### src/hw/rtl/tnrx_pkg.sv
package tnrx_pkg;

    // Telnet command bytes
    localparam logic [7:0] TN_IAC  = 8'd255;
    localparam logic [7:0] TN_DONT = 8'd254;
    localparam logic [7:0] TN_DO   = 8'd253;
    localparam logic [7:0] TN_WONT = 8'd252;
    localparam logic [7:0] TN_WILL = 8'd251;
    localparam logic [7:0] TN_SB   = 8'd250;
    localparam logic [7:0] TN_SEND = 8'd1;

    // Result kinds
    localparam logic [1:0] KIND_DATA     = 2'd0;
    localparam logic [1:0] KIND_NEGOTIATE = 2'd1;
    localparam logic [1:0] KIND_SB_SEND  = 2'd2;
    localparam logic [1:0] KIND_UNUSED   = 2'd3;

    // Register map
    localparam int unsigned PADDR_W  = 3;
    localparam int unsigned PDATA_W  = 32;
    localparam logic [PADDR_W-1:0] ADDR_RAW_PASSTHROUGH = 3'd0;

    typedef enum logic [6:0] {
        ST_NORMAL  = 7'b0000001,
        ST_GOT_IAC = 7'b0000010,
        ST_VERB    = 7'b0000100,
        ST_SB_OPT  = 7'b0001000,
        ST_SB_QUAL = 7'b0010000,
        ST_SB_SEND = 7'b0100000,
        ST_SB_IAC  = 7'b1000000
    } parse_state_t;

    typedef struct packed {
        logic [1:0] kind;
        logic [7:0] data_byte;
        logic [1:0] verb;
        logic [7:0] option;
    } result_t;

endpackage

### src/hw/rtl/telnet_receive_command_parser.sv
// Telnet receive command parser. Each accepted item is one byte from the
// network; the block splits telnet commands from terminal data and emits at
// most one result item per byte: kind 0 is a data byte for the terminal
// (including the 255 produced by IAC IAC), kind 1 is an option negotiation
// (IAC WILL/WONT/DO/DONT opt, verb 0..3 in that order), kind 2 is a
// subnegotiation send request (IAC SB opt SEND IAC x). Any other command
// after IAC is swallowed. With raw_passthrough set (APB register at byte
// address 0, bit 0) every byte passes through as data and the parser state
// is frozen, so parsing resumes where it stopped once raw mode is cleared.
// Rate: one byte per clock while in_stall is low. The parser state and the
// result are computed in the accept cycle; the result is registered in the
// output register, or in the one-entry skid register behind it while the
// output item is held. The skid register lets the input side keep accepting
// while a result waits; in_stall rises only when both registers hold results.
module telnet_receive_command_parser
    import tnrx_pkg::*;
(
    input  logic               clk,
    input  logic               rst_n,

    // APB configuration port
    input  logic               psel,
    input  logic               penable,
    input  logic               pwrite,
    input  logic [PADDR_W-1:0] paddr,
    input  logic [PDATA_W-1:0] pwdata,
    output logic [PDATA_W-1:0] prdata,
    output logic               pready,

    // Received byte channel
    input  logic               in_valid,
    output logic               in_stall,
    input  logic [7:0]         rx_byte,

    // Result channel
    output logic               out_valid,
    input  logic               out_stall,
    output logic [1:0]         kind,
    output logic [7:0]         data_byte,
    output logic [1:0]         verb,
    output logic [7:0]         option
);

    logic         raw_reg;
    parse_state_t state_reg, state_next;
    logic [1:0]   saved_verb_reg, saved_verb_next;
    logic [7:0]   saved_option_reg, saved_option_next;

    logic         out_valid_reg;
    result_t      out_reg;
    logic         skid_valid_reg;
    result_t      skid_reg;

    logic         in_accept;
    logic         res_valid;
    result_t      res;
    logic         out_free;

    // ------------------------------------------------------------------
    // Configuration register
    // ------------------------------------------------------------------
    assign pready = 1'b1;
    assign prdata = (paddr == ADDR_RAW_PASSTHROUGH) ? {{(PDATA_W-1){1'b0}}, raw_reg}
                                                   : '0;

    always_ff @(posedge clk or negedge rst_n)
    begin
        if (!rst_n)
        begin
            raw_reg <= 1'b0;
        end
        else if (psel && penable && pwrite && (paddr == ADDR_RAW_PASSTHROUGH))
        begin
            raw_reg <= pwdata[0];
        end
    end

    // ------------------------------------------------------------------
    // Parser: next state and result for the byte being accepted
    // ------------------------------------------------------------------
    // Hold input only while both result slots are full.
    assign in_stall  = skid_valid_reg;
    assign in_accept = in_valid && !skid_valid_reg;

    always_comb
    begin
        state_next        = state_reg;
        saved_verb_next   = saved_verb_reg;
        saved_option_next = saved_option_reg;
        res_valid         = 1'b0;
        res               = '{kind: KIND_DATA, data_byte: 8'd0, verb: 2'd0, option: 8'd0};

        if (raw_reg)
        begin
            // Pass the byte through; leave the parser where it is.
            res_valid     = 1'b1;
            res.data_byte = rx_byte;
        end
        else
        begin
            unique case (state_reg)
                ST_GOT_IAC:
                begin
                    if (rx_byte >= TN_WILL && rx_byte <= TN_DONT)
                    begin
                        saved_verb_next = 2'(rx_byte - TN_WILL);
                        state_next      = ST_VERB;
                    end
                    else if (rx_byte == TN_IAC)
                    begin
                        // Escaped 255 goes to the terminal.
                        state_next    = ST_NORMAL;
                        res_valid     = 1'b1;
                        res.data_byte = TN_IAC;
                    end
                    else if (rx_byte == TN_SB)
                    begin
                        state_next = ST_SB_OPT;
                    end
                    else
                    begin
                        // Drop any other command.
                        state_next = ST_NORMAL;
                    end
                end
                ST_VERB:
                begin
                    state_next = ST_NORMAL;
                    res_valid  = 1'b1;
                    res.kind   = KIND_NEGOTIATE;
                    res.verb   = saved_verb_reg;
                    res.option = rx_byte;
                end
                ST_SB_OPT:
                begin
                    saved_option_next = rx_byte;
                    state_next        = ST_SB_QUAL;
                end
                ST_SB_QUAL:
                begin
                    state_next = (rx_byte == TN_SEND) ? ST_SB_SEND : ST_NORMAL;
                end
                ST_SB_SEND:
                begin
                    state_next = (rx_byte == TN_IAC) ? ST_SB_IAC : ST_NORMAL;
                end
                ST_SB_IAC:
                begin
                    // Any byte closes the request; SE is not checked.
                    state_next = ST_NORMAL;
                    res_valid  = 1'b1;
                    res.kind   = KIND_SB_SEND;
                    res.option = saved_option_reg;
                end
                default:
                begin
                    if (rx_byte == TN_IAC)
                    begin
                        state_next = ST_GOT_IAC;
                    end
                    else
                    begin
                        state_next    = ST_NORMAL;
                        res_valid     = 1'b1;
                        res.data_byte = rx_byte;
                    end
                end
            endcase
        end
    end

    always_ff @(posedge clk or negedge rst_n)
    begin
        if (!rst_n)
        begin
            state_reg        <= ST_NORMAL;
            saved_verb_reg   <= 2'd0;
            saved_option_reg <= 8'd0;
        end
        else if (in_accept)
        begin
            state_reg        <= state_next;
            saved_verb_reg   <= saved_verb_next;
            saved_option_reg <= saved_option_next;
        end
    end

    // ------------------------------------------------------------------
    // Output register with skid slot
    // ------------------------------------------------------------------
    // The output slot frees up when it is empty or its item is taken now.
    assign out_free = !out_valid_reg || !out_stall;

    always_ff @(posedge clk or negedge rst_n)
    begin
        if (!rst_n)
        begin
            out_valid_reg  <= 1'b0;
            skid_valid_reg <= 1'b0;
        end
        else if (out_free)
        begin
            if (skid_valid_reg)
            begin
                // Advance the waiting item; no new item is taken this cycle.
                out_valid_reg  <= 1'b1;
                skid_valid_reg <= 1'b0;
            end
            else
            begin
                out_valid_reg <= in_accept && res_valid;
            end
        end
        else if (in_accept && res_valid)
        begin
            skid_valid_reg <= 1'b1;
        end
    end

    always_ff @(posedge clk)
    begin
        if (out_free)
        begin
            out_reg <= skid_valid_reg ? skid_reg : res;
        end
        if (!out_free && in_accept && res_valid)
        begin
            skid_reg <= res;
        end
    end

    assign out_valid = out_valid_reg;
    assign kind      = out_reg.kind;
    assign data_byte = out_reg.data_byte;
    assign verb      = out_reg.verb;
    assign option    = out_reg.option;

`ifndef SYNTH
    // The skid slot only fills behind a held output item.
    a_skid_behind_out: assert property (@(posedge clk) disable iff (!rst_n)
        skid_valid_reg |-> out_valid_reg)
        else $error("skid slot full while output register empty");

    a_state_onehot: assert property (@(posedge clk) disable iff (!rst_n)
        $onehot(state_reg))
        else $error("parser state lost its one-hot code");

    // Raw mode yields a result for every accepted byte.
    a_raw_gives_result: assert property (@(posedge clk) disable iff (!rst_n)
        (in_accept && raw_reg) |=> out_valid_reg)
        else $error("raw byte produced no result");

    a_kind_legal: assert property (@(posedge clk) disable iff (!rst_n)
        out_valid_reg |-> (out_reg.kind != KIND_UNUSED))
        else $error("result carries an unused kind code");

    // A state change only happens on an accepted byte.
    a_state_moves_on_accept: assert property (@(posedge clk) disable iff (!rst_n)
        !in_accept |=> $stable(state_reg))
        else $error("parser state moved without an accepted item");
`endif

endmodule

### config.mk
export PLATFORM = sky130hd
export DESIGN_NAME = telnet_receive_command_parser
export DESIGN_NICKNAME = d
export VERILOG_FILES = /design/src/hw/rtl/tnrx_pkg.sv /design/src/hw/rtl/telnet_receive_command_parser.sv
export SDC_FILE = /design/constraint.sdc
export NUM_CORES = 1
export LEC_CHECK = 0
export BUFFER_PORTS_ARGS = -buffer_cell sky130_fd_sc_hd__clkbuf_2
export CELL_PAD_IN_SITES_DETAIL_PLACEMENT = 0
export CELL_PAD_IN_SITES_GLOBAL_PLACEMENT = 1
export CORE_ASPECT_RATIO = 1.25
export CORE_MARGIN = 8
export CORE_UTILIZATION = 40
export CTS_BUF_LIST = sky130_fd_sc_hd__clkbuf_8
export CTS_CLUSTER_SIZE = 30
export DETAILED_ROUTE_END_ITERATION = 8
export HOLD_SLACK_MARGIN = 0.1
export PLACE_DENSITY_LB_ADDON = 0.1
export SLEW_MARGIN = 20
export SYNTH_ARGS = -nofsm -noshare
export SYNTH_HDL_FRONTEND = slang
export SYNTH_SLANG_ARGS = --single-unit
### constraint.sdc
create_clock -name clk -period 4.3 [get_ports clk]
set_clock_uncertainty 0.05 [all_clocks]
set_input_delay 0.86 -clock clk [delete_from_list [all_inputs] [get_ports clk]]
set_output_delay 0.86 -clock clk [all_outputs]
set_load 0.02 [all_outputs]
# Yosys cells after proc, flatten, opt, wreduce, memory -nomap -nowiden
# Index checks and enable logic that the tools add are counted.
# Widths: inputs -> output; s select.
# classes
addsub,1
n_lt_le_gt_ge,2
n_eq_ne,9
muxes,27
bitwise_logic,1
n_reduce_logical,21
# op_table
op,n
$pmux 7 s5,1
$mux 8,4
$pmux 8 s2,2
$mux 20,1
$eq 8x8->1 const B,2
$mux 4,3
$mux 10,1
$eq 8x1->1 const B,1
$ge 8x8->1 const B,1
$le 8x8->1 const B,1
$logic_and 1x1->1,8
$mux 1,8
$eq 7x2->1 const B,1
$eq 7x3->1 const B,1
$eq 7x4->1 const B,1
$eq 7x5->1 const B,1
$eq 7x6->1 const B,1
$eq 7x7->1 const B,1
$mux 7,1
$mux 2,3
$mux 6,1
$reduce_or 5->1,1
$logic_not 1->1,4
$pmux 2 s2,1
other kinds (11),11
# word_totals
reg_bits,60
out_inout_bits,55

# Longest topological paths before layout
# logic_depth
word_depth,8
ltp_mapped,8
mapped_depth_nobuf,7

# Least setup slack after synthesis
# Ideal clock, no wire load.
# synth_path
path_kind,input-to-reg
start,in rx_byte[0]
end,"reg skid_reg[0] (netlist name), enable pin"
setup_time_ps,428
arrival_time_ps,3273
t_required_ps,3822
path_slack_ps,549
cell_stages,7
path_cell_list,inv_1 > ha_1 > nor2b_1 > nand4_1 > nor3_2 > nor2_1 > a211oi_1
# synth_via
elab_chain_len,6
# synth_lines
item,line,source
from (decl),telnet_receive_command_parser.sv:33,"input logic [7:0] rx_byte,"
$ge 8x8->1 (tied with other cells),telnet_receive_command_parser.sv:104,if (rx_byte >= TN_WILL && rx_byte <= TN_DONT)
$logic_and 1x1->1 / $mux 1 (equally long branches),"telnet_receive_command_parser.sv:104, telnet_receive_command_parser.sv:109",
$mux 1,telnet_receive_command_parser.sv:104,
$pmux 1 s3 *,telnet_receive_command_parser.sv:101,unique case (state_reg)
$mux 1 *,telnet_receive_command_parser.sv:93,if (raw_reg)
$logic_and 1x1->1 *,telnet_receive_command_parser.sv:226,if (!out_free && in_accept && res_valid)
to (signal assigned),telnet_receive_command_parser.sv:228,skid_reg <= res;
to (decl),telnet_receive_command_parser.sv:52,result_t skid_reg;
# Every way passes the cells marked *; elsewhere a longest branch is shown, timed or not.
# A chain may end at the register's enable or synchronous reset.

# Final worst setup path
# layout_path
start,in rx_byte[0]
end,"reg skid_reg[9] (netlist name), enable pin"
# The elaborated chain is that of the path after synthesis.

==> run_results.csv <==
group,metric,value,unit
outcome,outcome,"finished clean",
place,hpwl,4370,µm
cts,cts_setup_buffers,0,
timing,period_minus_slack,2.69,ns
timing,setup_tns,0,ns
synthesis,synth_ff_type,"edfxtp_1",
synthesis,synth_edf_count,40,
route,routed_via_density,4.84,
timing,setup_viol,0,
timing,rsz0062_at_grt,"false",
place,gp_congestion,0.811,
min_path,min_path_type,"flop to flop",
floorplan,fp.dieH,113,µm
cts,ctsResizeCount,0,
route,first_iter_violations,55,
cts,cts_tree,"done",
global_routing,grt.overflow.total,0,
global_routing,globalRouteTotalUtil,12.7,%
critical_path,crit_chain,"clkbuf_2, inv_1, ha_1, nor2b_1, nand4_1, nor3_2, nor2_1, a211oi_2, buf_4",
synthesis,ys_seq_elements,60,
cts,clkSinkCount,60,
timing,worst_pin_slew,0.804,ns
global_routing,grt_start_max_net_pins,24,
critical_path,max_stage_delay,0.36,ns
cts,clkTransAtPathRegs,0.07,ns
critical_path,startpoint_type,"primary input",
critical_path,crit_type,"primary input to flop",
global_routing,grt_pass1_wl,10400,µm
finish,final_cells,383,
route,drt_first_pass_iters,4,
finish,drive_gt1_share,30.6,%
floorplan,io_pins,105,
cts,clockBufferDepth,2,
synthesis,ys_types,48,
critical_path,crit_fanout,20,
cts,cts_buffers,9,
global_routing,grt_pass1_vias,1979,
floorplan,die-area,10600,µm²
floorplan,rows,35,
synthesis,synthTopCellsByCount,"edfxtp_1, buf_4, nand2_1",
critical_path,arrival,2.65,ns
synthesis,synth_area,3020,µm²
finish,diodes,0,
floorplan,core_area,7360,µm²
synthesis,synth_top_cell_by_area,"edfxtp_1",
synthesis,avgSynthCellArea,12.3,µm²
critical_path,slowest_stage,"nor3_2",
timing,period_share,62.7,%
cts,root_buffer,"clkbuf_8",
critical_path,required,4.26,ns
pwr,leakage,1.46,nW
synthesis,async_reset_ff_share,33.3,%
route,ant_nets,0,
job,cap_violations,0,
floorplan,start_util,41.0,%
cts,worstSkewPairLatency,0.33,ns
route,avgRoutedWirePerCell,16.3,µm
floorplan,die_x,93.7,µm
pwr,vdd_drop_max,198,µV
place,dp.cells,367,
route,vias,1853,
timing,drv_slew,0,
route,wirelength,6230,µm
finish,largest_register_ffs,20,
finish,syn2layout_area_growth,12.1,%
finish,nets,339,
place,io_buffer_count,41,
synthesis,syn_inst,245,
global_routing,antenna_found_initial,0,
critical_path,cp-end-kind,"flop",
timing,finalHoldViolCount,0,
cts,postCtsHoldBufs,0,
synthesis,synth_most_common_cell,"edfxtp_1",
synthesis,yosysWarningCount,0,
timing,clock.fmax,371,MHz
synthesis,yosys-top-cells-area,"edfxtp_1, dfrtp_1, buf_4",
synthesis,ys_seq_area_share,56.4,%
pwr,p_per_area,390,nW/µm²
timing,slew_headroom,46.0,%
cts,h-tree-depth,3,
synthesis,synth_top_area_share,39.8,%
route,drc_errors,0,
## through the flow
stage          total power [mW]  setup slack (ns)  util [%]  hold WS (ns)  cell area, µm²
2_1_floorplan             0.797             0.549         -         0.401            3130
3_3_place_gp              0.824              1.26      43.2         0.417            3180
3_5_place_dp              0.827              1.25      43.2         0.422            3180
4_1_cts                    1.34              1.58      46.0         0.438            3380
5_1_grt                    1.38              1.36      46.0         0.462            3380
6_report                   1.32              1.61      46.0         0.437            3380
## final cells by class
cell class / instances / area (µm²)
fillers: 719 / 3970
flip-flops and latches: 60 / 1700
multi-input cells: 168 / 1130
repair buffers: 43 / 220
clock buffers: 10 / 138
well taps: 92 / 115
clock inverters: 6 / 63.8
inverters: 4 / 15.0
## layout by cell type (no fill, tap or decap), types with 3 or more instances in the layout
master     n
nand2b_1   3
mux2_2    18
inv_1      3
nand2_1   19
and2_1    11
dfrtp_1   19
clkbuf_8  10
nor2_1    16
o21ai_0    3
ha_1       3
conb_1    32
nand4_1    4
a22o_1     8
a31oi_1    4
edfxtp_1  40
nand3_1    4
mux2i_1    8
clkbuf_2  41
## critical path: cells and delay by family
family	cells	cell delay [ns]
AO/OA/AOI/OAI	1	0.20
adder cells (fa/ha/maj)	1	0.23
buffers and inverters	3	0.59
AND/OR/NAND/NOR	4	0.75
## power by group
group,switching (mW),internal [mW],leakage [nW]
Sequential,0.0185,0.649,0.659
Clock,0.226,0.282,0.0983
Combinational,0.105,0.0408,0.700
Total,0.349,0.972,1.46
## per-layer routing
| metal | routed length (µm) | global-route usage, % | vias to the layer above | share of wire [%] |
|---|---|---|---|---|
| met5 | 0 | 0 | - | 0 |
| met4 | 98 | 5.62 | 0 | 1.6 |
| met3 | 257 | 3.31 | 5 | 4.1 |
| met2 | 3120 | 21.3 | 50 | 50 |
| met1 | 2750 | 14.6 | 893 | 44 |
| li1 | - | - | 905 | - |
## final timing paths
path                                                      start                              end  slack (ns)  cells past startpoint
worst max-delay path                                 rx_byte[0]            skid_reg[9]$_DFFE_PP_        1.61                      9
worst min-delay path            saved_option_reg[0]$_DFFE_PN0P_  saved_option_reg[0]$_DFFE_PN0P_        0.44                      2
worst max register to register         state_reg[5]$_DFFE_PN0P_            skid_reg[9]$_DFFE_PP_        1.61                      6
worst min register to register  saved_option_reg[0]$_DFFE_PN0P_  saved_option_reg[0]$_DFFE_PN0P_        0.44                      2
max in group asynchronous                                 rst_n         state_reg[0]$_DFFE_PN1P_        3.37                      1
min in group asynchronous                                 rst_n         state_reg[3]$_DFFE_PN0P_        0.45                      1
## logic make-up (layout without fill, tap and decap cells)
logic type,Yosys count,in the layout,share of synthesized area [%]
AND/OR/NAND/NOR,76,76,14.8
flip-flops,60,60,56.4
buffers and inverters,47,63,10.2
AO/OA/AOI/OAI,29,29,7.17
multiplexers,26,26,9.37
adder cells (fa/ha/maj),3,3,1.24
other,2,32,0.249
XOR/XNOR,2,2,0.580
Note: power is estimated with default switching activity, not from simulation.
